[config.mk]
export PLATFORM = sky130hd
export DESIGN_NAME = elevator_disk_request_scheduler
export DESIGN_NICKNAME = d
export VERILOG_FILES = /design/src/sv/edrs_pkg.sv /design/src/sv/elevator_disk_request_scheduler.sv
export SDC_FILE = /design/constraint.sdc
export NUM_CORES = 1
export LEC_CHECK = 0
export ABC_AREA = 1
export BUFFER_PORTS_ARGS = -buffer_cell sky130_fd_sc_hd__buf_2
export CAP_MARGIN = 30
export CORE_AREA = 10 10 399 285
export DETAILED_ROUTE_END_ITERATION = 10
export DIE_AREA = 0 0 409 295
export PLACE_DENSITY = 0.44
export REMOVE_ABC_BUFFERS = 1
export SYNTH_ARGS = -nofsm -noshare
export SYNTH_HDL_FRONTEND = slang
export SYNTH_SLANG_ARGS = --single-unit
export TNS_END_PERCENT = 1
[constraint.sdc]
create_clock -name aclk -period 15 [get_ports aclk]
set_input_delay 2.25 -clock aclk [delete_from_list [all_inputs] [get_ports aclk]]
set_output_delay 2.25 -clock aclk [all_outputs]
set_load 0.03 [all_outputs]
[src/sv/edrs_pkg.sv]
package edrs_pkg;

    // Fixed field widths
    localparam int LABEL_W    = 8;
    localparam int TRACK_BITS = 16;
    localparam int DIST_W     = 16;
    localparam int SUM_W      = 22;
    localparam logic [SUM_W-1:0] SUM_MAX = {SUM_W{1'b1}};

    // Config port
    localparam int APB_ADDR_W = 3;
    localparam int APB_DATA_W = 32;
    localparam logic REG_START_TRACK = 1'b0;   // register index, paddr[2]

    typedef struct packed {
        logic [LABEL_W-1:0]    req_label;
        logic [TRACK_BITS-1:0] req_track;
        logic                  batch_end;
    } req_t;

    typedef struct packed {
        logic [LABEL_W-1:0]    served_label;
        logic [TRACK_BITS-1:0] served_track;
        logic [DIST_W-1:0]     seek_distance;
        logic [SUM_W-1:0]      run_total;
        logic                  dropped_flag;
        logic                  last_served;
    } rsp_t;

    typedef enum logic [1:0] {
        ST_LOAD,
        ST_SCAN,
        ST_EMIT
    } state_t;

endpackage

[src/sv/elevator_disk_request_scheduler.sv]
// Elevator (LOOK) disk request scheduler. Requests (label, track) are loaded
// one word per cycle into a request store of MAX_REQUESTS entries; the word
// with batch_end set closes the batch, and requests beyond capacity are
// dropped and reported through dropped_flag on every result of that batch.
// Service starts at the start_track register (APB, byte address 0) moving
// upward: each step serves the nearest pending track at or above the head
// (at or below while moving down), reversing when none is left, ties going
// to the earliest loaded entry. One result word per served request carries
// label, track, seek distance, the saturating running total and last_served
// on the final one. s_ready is low from the closing word until the last
// result has been handed to the output register. Each served request costs
// one scan of the store through a single subtract/compare unit that sees
// one entry per cycle, and a second scan when the head reverses; the result
// is then issued once the output register is free. An output register holds
// the latest result, so the next load may start while it waits to be taken.
module elevator_disk_request_scheduler #(
    parameter int MAX_REQUESTS = 16
) (
    input  logic                            aclk,
    input  logic                            aresetn,
    // request words
    input  logic                            s_valid,
    output logic                            s_ready,
    input  edrs_pkg::req_t                  s_data,
    // result words
    output logic                            m_valid,
    input  logic                            m_ready,
    output edrs_pkg::rsp_t                  m_data,
    // config
    input  logic                            psel,
    input  logic                            penable,
    input  logic                            pwrite,
    input  logic [edrs_pkg::APB_ADDR_W-1:0] paddr,
    input  logic [edrs_pkg::APB_DATA_W-1:0] pwdata,
    output logic [edrs_pkg::APB_DATA_W-1:0] prdata,
    output logic                            pready
);
    import edrs_pkg::*;

    localparam int IDX_W = (MAX_REQUESTS > 1) ? $clog2(MAX_REQUESTS) : 1;
    localparam int CNT_W = $clog2(MAX_REQUESTS + 1);
    localparam int ENT_W = LABEL_W + TRACK_BITS;

    // ---------------------------------------------------------------
    // Config register
    // ---------------------------------------------------------------
    logic [TRACK_BITS-1:0] start_track_reg;
    logic                  cfg_wr;

    assign pready = 1'b1;
    assign cfg_wr = psel && penable && pwrite && (paddr[2] == REG_START_TRACK);

    always_ff @(posedge aclk) begin
        if (!aresetn) begin
            start_track_reg <= '0;
        end else if (cfg_wr) begin
            start_track_reg <= pwdata[TRACK_BITS-1:0];
        end
    end

    always_comb begin
        prdata = '0;
        if (paddr[2] == REG_START_TRACK) begin
            prdata[TRACK_BITS-1:0] = start_track_reg;
        end
    end

    // ---------------------------------------------------------------
    // State
    // ---------------------------------------------------------------
    state_t state_reg, state_next;

    logic [ENT_W-1:0]        store_mem [MAX_REQUESTS];  // {label, track}
    logic [MAX_REQUESTS-1:0] pending_reg;
    logic [CNT_W-1:0]        count_reg;      // loaded entries
    logic [CNT_W-1:0]        remain_reg;     // entries still to serve
    logic [TRACK_BITS-1:0]   head_reg;
    logic                    up_reg;
    logic [SUM_W-1:0]        sum_reg;
    logic                    overflow_reg;

    // scan pipeline: issue address, then compare registered read data
    logic [CNT_W-1:0]        scan_idx_reg;
    logic                    cmp_vld_reg;
    logic [IDX_W-1:0]        cmp_idx_reg;
    logic [ENT_W-1:0]        rd_data_reg;

    logic                    best_found_reg;
    logic [IDX_W-1:0]        best_idx_reg;
    logic [DIST_W-1:0]       best_dist_reg;
    logic [LABEL_W-1:0]      best_label_reg;
    logic [TRACK_BITS-1:0]   best_track_reg;

    logic                    m_valid_reg;
    rsp_t                    m_data_reg;

    // ---------------------------------------------------------------
    // Shared compare unit: one subtract decides direction eligibility
    // and gives the seek distance.
    // ---------------------------------------------------------------
    logic [TRACK_BITS-1:0] cmp_track;
    logic [TRACK_BITS-1:0] op_a, op_b;
    logic [TRACK_BITS:0]   diff;
    logic                  eligible;
    logic                  better;

    assign cmp_track = rd_data_reg[TRACK_BITS-1:0];
    assign op_a      = up_reg ? cmp_track : head_reg;
    assign op_b      = up_reg ? head_reg  : cmp_track;
    assign diff      = {1'b0, op_a} - {1'b0, op_b};
    assign eligible  = !diff[TRACK_BITS];
    assign better    = cmp_vld_reg && pending_reg[cmp_idx_reg] && eligible &&
                       (!best_found_reg || (diff[DIST_W-1:0] < best_dist_reg));

    // running total, saturating
    logic [SUM_W:0]    sum_add;
    logic [SUM_W-1:0]  sum_sat;

    assign sum_add = {1'b0, sum_reg} + (SUM_W+1)'(best_dist_reg);
    assign sum_sat = sum_add[SUM_W] ? SUM_MAX : sum_add[SUM_W-1:0];

    // ---------------------------------------------------------------
    // Sequencer
    // ---------------------------------------------------------------
    logic load_acc;     // request word taken
    logic store_wr;     // room left for it
    logic batch_go;     // closing word taken
    logic issue;        // read one entry this cycle
    logic scan_start;
    logic flip_dir;
    logic emit_fire;
    logic batch_done;
    logic out_free;

    assign out_free = !m_valid_reg || m_ready;
    assign s_ready  = (state_reg == ST_LOAD);

    always_ff @(posedge aclk) begin
        if (!aresetn) begin
            state_reg <= ST_LOAD;
        end else begin
            state_reg <= state_next;
        end
    end

    always_comb begin
        state_next = state_reg;
        load_acc   = 1'b0;
        store_wr   = 1'b0;
        batch_go   = 1'b0;
        issue      = 1'b0;
        scan_start = 1'b0;
        flip_dir   = 1'b0;
        emit_fire  = 1'b0;
        batch_done = 1'b0;
        unique case (state_reg)
            ST_LOAD: begin
                load_acc = s_valid;
                store_wr = s_valid && (count_reg < CNT_W'(MAX_REQUESTS));
                if (s_valid && s_data.batch_end) begin
                    batch_go   = 1'b1;
                    scan_start = 1'b1;
                    state_next = ST_SCAN;
                end
            end
            ST_SCAN: begin
                issue = (scan_idx_reg < count_reg);
                if (!issue && !cmp_vld_reg) begin
                    if (best_found_reg) begin
                        state_next = ST_EMIT;
                    end else begin
                        // nothing left this way: reverse and rescan
                        flip_dir   = 1'b1;
                        scan_start = 1'b1;
                    end
                end
            end
            ST_EMIT: begin
                if (out_free) begin
                    emit_fire = 1'b1;
                    if (remain_reg == CNT_W'(1)) begin
                        batch_done = 1'b1;
                        state_next = ST_LOAD;
                    end else begin
                        scan_start = 1'b1;
                        state_next = ST_SCAN;
                    end
                end
            end
            default: state_next = ST_LOAD;
        endcase
    end

    // ---------------------------------------------------------------
    // Request store
    // ---------------------------------------------------------------
    always_ff @(posedge aclk) begin
        if (store_wr) begin
            store_mem[count_reg[IDX_W-1:0]] <= {s_data.req_label, s_data.req_track};
        end
        if (issue) begin
            rd_data_reg <= store_mem[scan_idx_reg[IDX_W-1:0]];
        end
    end

    // ---------------------------------------------------------------
    // Batch state
    // ---------------------------------------------------------------
    always_ff @(posedge aclk) begin
        if (!aresetn) begin
            pending_reg  <= '0;
            count_reg    <= '0;
            remain_reg   <= '0;
            head_reg     <= '0;
            up_reg       <= 1'b1;
            sum_reg      <= '0;
            overflow_reg <= 1'b0;
        end else begin
            if (store_wr) begin
                pending_reg[count_reg[IDX_W-1:0]] <= 1'b1;
                count_reg <= count_reg + CNT_W'(1);
            end else if (load_acc) begin
                overflow_reg <= 1'b1;
            end
            if (batch_go) begin
                head_reg   <= start_track_reg;
                up_reg     <= 1'b1;
                sum_reg    <= '0;
                remain_reg <= store_wr ? count_reg + CNT_W'(1) : count_reg;
            end
            if (flip_dir) begin
                up_reg <= !up_reg;
            end
            if (batch_done) begin
                // final word out: head keeps the last track, rest clears
                pending_reg  <= '0;
                count_reg    <= '0;
                remain_reg   <= '0;
                head_reg     <= best_track_reg;
                up_reg       <= 1'b1;
                sum_reg      <= '0;
                overflow_reg <= 1'b0;
            end else if (emit_fire) begin
                pending_reg[best_idx_reg] <= 1'b0;
                head_reg   <= best_track_reg;
                sum_reg    <= sum_sat;
                remain_reg <= remain_reg - CNT_W'(1);
            end
        end
    end

    // ---------------------------------------------------------------
    // Scan pipeline and best-candidate tracking
    // ---------------------------------------------------------------
    always_ff @(posedge aclk) begin
        if (!aresetn) begin
            scan_idx_reg   <= '0;
            cmp_vld_reg    <= 1'b0;
            best_found_reg <= 1'b0;
        end else if (scan_start) begin
            scan_idx_reg   <= '0;
            cmp_vld_reg    <= 1'b0;
            best_found_reg <= 1'b0;
        end else begin
            cmp_vld_reg <= issue;
            if (issue) begin
                scan_idx_reg <= scan_idx_reg + CNT_W'(1);
            end
            if (better) begin
                best_found_reg <= 1'b1;
            end
        end
    end

    always_ff @(posedge aclk) begin
        if (issue) begin
            cmp_idx_reg <= scan_idx_reg[IDX_W-1:0];
        end
        if (better) begin
            best_idx_reg   <= cmp_idx_reg;
            best_dist_reg  <= diff[DIST_W-1:0];
            best_label_reg <= rd_data_reg[ENT_W-1:TRACK_BITS];
            best_track_reg <= cmp_track;
        end
    end

    // ---------------------------------------------------------------
    // Output register
    // ---------------------------------------------------------------
    always_ff @(posedge aclk) begin
        if (!aresetn) begin
            m_valid_reg <= 1'b0;
        end else if (emit_fire) begin
            m_valid_reg <= 1'b1;
        end else if (m_ready) begin
            m_valid_reg <= 1'b0;
        end
    end

    always_ff @(posedge aclk) begin
        if (emit_fire) begin
            m_data_reg.served_label   <= best_label_reg;
            m_data_reg.served_track   <= best_track_reg;
            m_data_reg.seek_distance  <= best_dist_reg;
            m_data_reg.run_total      <= sum_sat;
            m_data_reg.dropped_flag   <= overflow_reg;
            m_data_reg.last_served    <= (remain_reg == CNT_W'(1));
        end
    end

    assign m_valid = m_valid_reg;
    assign m_data  = m_data_reg;

endmodule

# After elaboration in Yosys (flattened, before gate mapping)
# Memory sizes are Yosys's and may differ from the RTL's. A register that Yosys moved wholly into a read port is not among the register bits.
# Index checks and enable logic that the tools add are counted.
[word_totals]
ff_bits = 204
ramBits = 384
in_bits = 67
output_inout_bits = 99
wordCells = 128
mem_count = 1
[op_classes]
n_addsub = 5
magnitude_cmp = 8
eq_ne = 7
mux = 49
bitwise_logic = 6
n_reduce_logical = 28
[memory_table]
columns = ["name", "depth", "width", "rd", "rd_clocked_by_memory_dff", "wr", "line_no", "source"]
rows = [
  ["store_mem", 16, 24, 1, 1, 1, "elevator_disk_request_scheduler.sv:73", "logic [ENT_W-1:0] store_mem [MAX_REQUESTS];"],
]
[op_table]
columns = ["op", "n"]
rows = [
  ["16-bit two-way mux", 9],
  ["22-bit two-way mux", 3],
  ["1-bit two-way mux", 25],
  ["22-bit by 16-bit adder with 23-bit output", 1],
  ["16-bit by 16-bit subtractor with 17-bit output", 1],
  ["16-bit AND", 1],
  ["16-bit < comparator", 1],
  ["16-bit NOT", 1],
  ["16-bit bitwise OR", 1],
  ["4-bit by 5-bit < comparator with 1-bit output (second input constant)", 3],
  ["5-bit two-way mux", 3],
  ["1-bit logical AND", 11],
  ["5-bit by 1-bit adder with 5-bit output (second input constant)", 2],
  ["1-bit demux with 4-bit select", 2],
  ["4-bit by 1-bit greater-or-equal comparator with 1-bit output (second input constant)", 2],
  ["2-bit two-way mux", 4],
  ["1-bit logical NOT", 6],
  ["2-bit != test (second input constant)", 3],
  ["2-bit case mux with 3 select lines", 1],
  ["2-bit nonzero test", 3],
  ["5-bit by 1-bit equality test with 1-bit output (second input constant)", 1],
  ["5-bit < comparator", 1],
  ["5-bit < comparator (second input constant)", 1],
  ["5-bit by 1-bit subtractor with 5-bit output (second input constant)", 1],
  ["12 further kinds", 16],
]

# Logic depth before layout (Yosys ltp)
[depth]
word_depth = 9
mapped_depth = 24
ltp_nobuf = 23

# Least setup slack after synthesis
# Ideal clock, no wire load.
[synth_timing]
kind = "in2out"
from = "input paddr[2] in the netlist's numbering"
to = "output prdata[10] in the netlist's numbering"
arrival_ns = 3.049
setup_slack_ns = 9.701
stages = 3
path_buffers = 2
path_cell_list = "clkbuf_1 clkbuf_1 nor2_1"
[synth_between]
elab_chain_len = 1
[synth_lines]
columns = ["item", "line_no", "source"]
rows = [
  ["start: declaration", "elevator_disk_request_scheduler.sv:33", "input logic [edrs_pkg::APB_ADDR_W-1:0] paddr,"],
  ["16-bit two-way mux", "elevator_disk_request_scheduler.sv:63", "if (paddr[2] == REG_START_TRACK) begin"],
  ["end: declaration", "elevator_disk_request_scheduler.sv:35", "output logic [edrs_pkg::APB_DATA_W-1:0] prdata,"],
]
# Every way passes these cells.

# Worst setup path in the final report
[layout_timing]
from = "input paddr[2] in the netlist's numbering"
to = "output prdata[5] in the netlist's numbering"
# Same word-level chain as after synthesis.

==> metrics <==
status=complete, no violations; max reg flops=384; clk buf depth=3; largest net degree at the start of global routing=99; critical path class=in -> out; first-pass GRT wire length=113 mm; Critical Path AT=3.51 ns; power density cells=roughly 120 nW/um^2; Max Freq=174 MHz; total wire length=76.7 mm; Die X=409 um; post-route setup slack=9.24 ns; Place WS=a little over 9 ns; final worst-path cycle share=38.4%; #FFs+latches synth=612; GRT Total Usage=12.3%; H-tree depth=3; Initial Utilization=around a quarter; clk root buf=clkbuf_16; share of layout cells above drive strength 1=15.3%; skew final=0.0224 ns; HP Class=reg -> reg; Least-Margin Pin Slew=1.03 ns; Resized cells post-CTS=0; GP Congestion=~0.83; P_leak=11.0 nW; CTS Hold Bufs=0; die height=295 um; number of global-route vias before repair=17.6k; Post-Place Cells=approximately 3.8k; core area=106000 um^2; CTS tree=done; Final Max Tran Viols=0; Util after Layout=29.1%; Antenna Cells=0; total power draw=around 3.8 mW; total grt overflow=0; # DRC=0; Finish-stage setup viols=0; Pre-antenna DRT Iters=5; die area=121000 um^2; # Post-CTS Setup Buffers=0; Area growth, synth to finish=17.1%; Final Hold Viols=0; max-capacitance violation count=0; I/O pin cnt=~170; Fillers=10.8k; Yosys cell types=50; WP data required=12.75 ns; Port Buffers=130; vias=17.7k; worst vdd ir=89.8 uV; Setup TNS=0 ns; post-route ant nets=0; worst relative slew slack=31.3%; Avg WL per Cell=19.5 um; Warnings, synthesis=0; Seq/Total Area, Yosys=66.3%; CP endpoint kind=primary output; clk_lat worst skew=0.64 ns; Initial DRC Count=1189; crit start category=input port; Synth Cell Area=26300 um^2; crit-path max FO=17; initial antenna violation count=11; DP HPWL=46.4 mm; # rows=100; post-DR vias/cell=4.50; Mean Syn Cell Area=between 10 and 15 um^2; post-layout min period=5.76 ns; nets@finish=2569; Num CTS Buffers=68; final non-filler cell total=3925; clock slew at reported path FFs=0.06 ns; # clock sinks=around 610; Syn Inst Count=2316; RSZ-0062 raised after global routing=no
-- cells by family (layout without fill, tap and decap cells) --
kind of cell / Yosys count / after routing / share of synthesized area, %
adder cells (fa/ha/maj): 59 / 59 / 2.86
AND/OR/NAND/NOR: 802 / 802 / 13.4
buffers and inverters: 299 / 465 / 4.90
AO/OA/AOI/OAI: 517 / 517 / 11.6
flip-flops: 612 / 612 / 66.3
other: 2 / 17 / 0.0285
XOR/XNOR: 25 / 25 / 0.832
-- final timing paths --
check             depth (start not counted)              start  slack [ns]               to
hold reg to reg                           0  best_label_reg[3]        0.42       m_data[59]
setup reg to reg                         20             up_reg        9.70  best_idx_reg[2]
setup / recovery                          3           paddr[2]        9.24        prdata[5]
hold / removal                            0  best_label_reg[3]        0.42       m_data[59]
-- where the power goes --
| part | internal, mW | leakage (nW) | switching [mW] |
|---|---|---|---|
| sequential | 1.87 | 5.44 | 0.0144 |
| combinational | 0.0699 | 4.45 | 0.164 |
| clock | 0.960 | 1.09 | 0.708 |
| total | 2.90 | 11.0 | 0.887 |
-- metrics by stage --
stage	cell area (um^2)	hold WS (ns)
floorplan	25700	0.400
global placement	28500	0.407
detailed placement	28600	0.406
CTS	30800	0.417
global route	30800	0.422
finish	30800	0.415
-- placed cells by master, fill, tap and decap left out, types with 13 or more instances in the layout --
cell type  instances
clkinv_1          13
o221ai_1          38
o21ai_0          277
nand3_1           78
a21oi_1           62
dfxtp_1           89
conb_1            17
a31oi_1           19
buf_2            130
ha_1              57
nand3_4           13
o22ai_1           59
nor2_1           303
nand2_2           15
edfxtp_1         520
xor2_1            14
nor2_2            19
buf_4             32
o211ai_1          16
a21oi_2           21
nand2_1          325
clkbuf_16         71
inv_1            161
clkinv_2          13
-- layer usage --
metal  wire length, um  vias to the layer above  track usage [%]
met1             36800                     8772             16.7
met4              1550                        6             3.31
met3              3360                      116             2.33
met5                48                        -                0
met2             35000                      351             20.1
li1                  -                     8412                -
-- critical path, stage by stage --
cell and delay, ns:
buf_2 0.27, nor2_1 0.62, buf_2 0.33
-- layout make-up --
cell class / instances / area (um^2) / share of cell area, %
clock buffers: 85 / 1860 / 6.04
clock inverters: 39 / 378 / 1.23
inverters: 175 / 662 / 2.15
multi-input cells: 1420 / 7680 / 24.9
flip-flops and latches: 612 / 17500 / 56.7
well taps: 1428 / 1790 / 5.80
repair buffers: 166 / 968 / 3.14
-- cells in the mapped netlist, drive strengths merged --
cell    number  share of area, %
clkbuf      75               1.1
or2          7              0.17
a21oi       83               1.9
ha          57               2.7
nor2       331               4.9
o21bai       2             0.057
a31oi       19              0.45
o211ai      17              0.50
inv        174               2.5
o21a         4              0.11
o22ai       59               1.4
dfxtp       92               7.0
o221ai      38               1.3
o21ai      281               5.4
fa           2              0.15
and2         1             0.024
xor2        14              0.47
nand4       10              0.24
nand3b       4              0.11
edfxtp     520                59
conb         2             0.029
clkinv       1             0.014
nand3       91               2.3
a21o         1             0.029
o221a        1             0.043
nand2      347               5.3
buf         49               1.3
xnor2       11              0.37
a221oi      12              0.49
nor3        11              0.27
(Power assumes the default switching activity.)
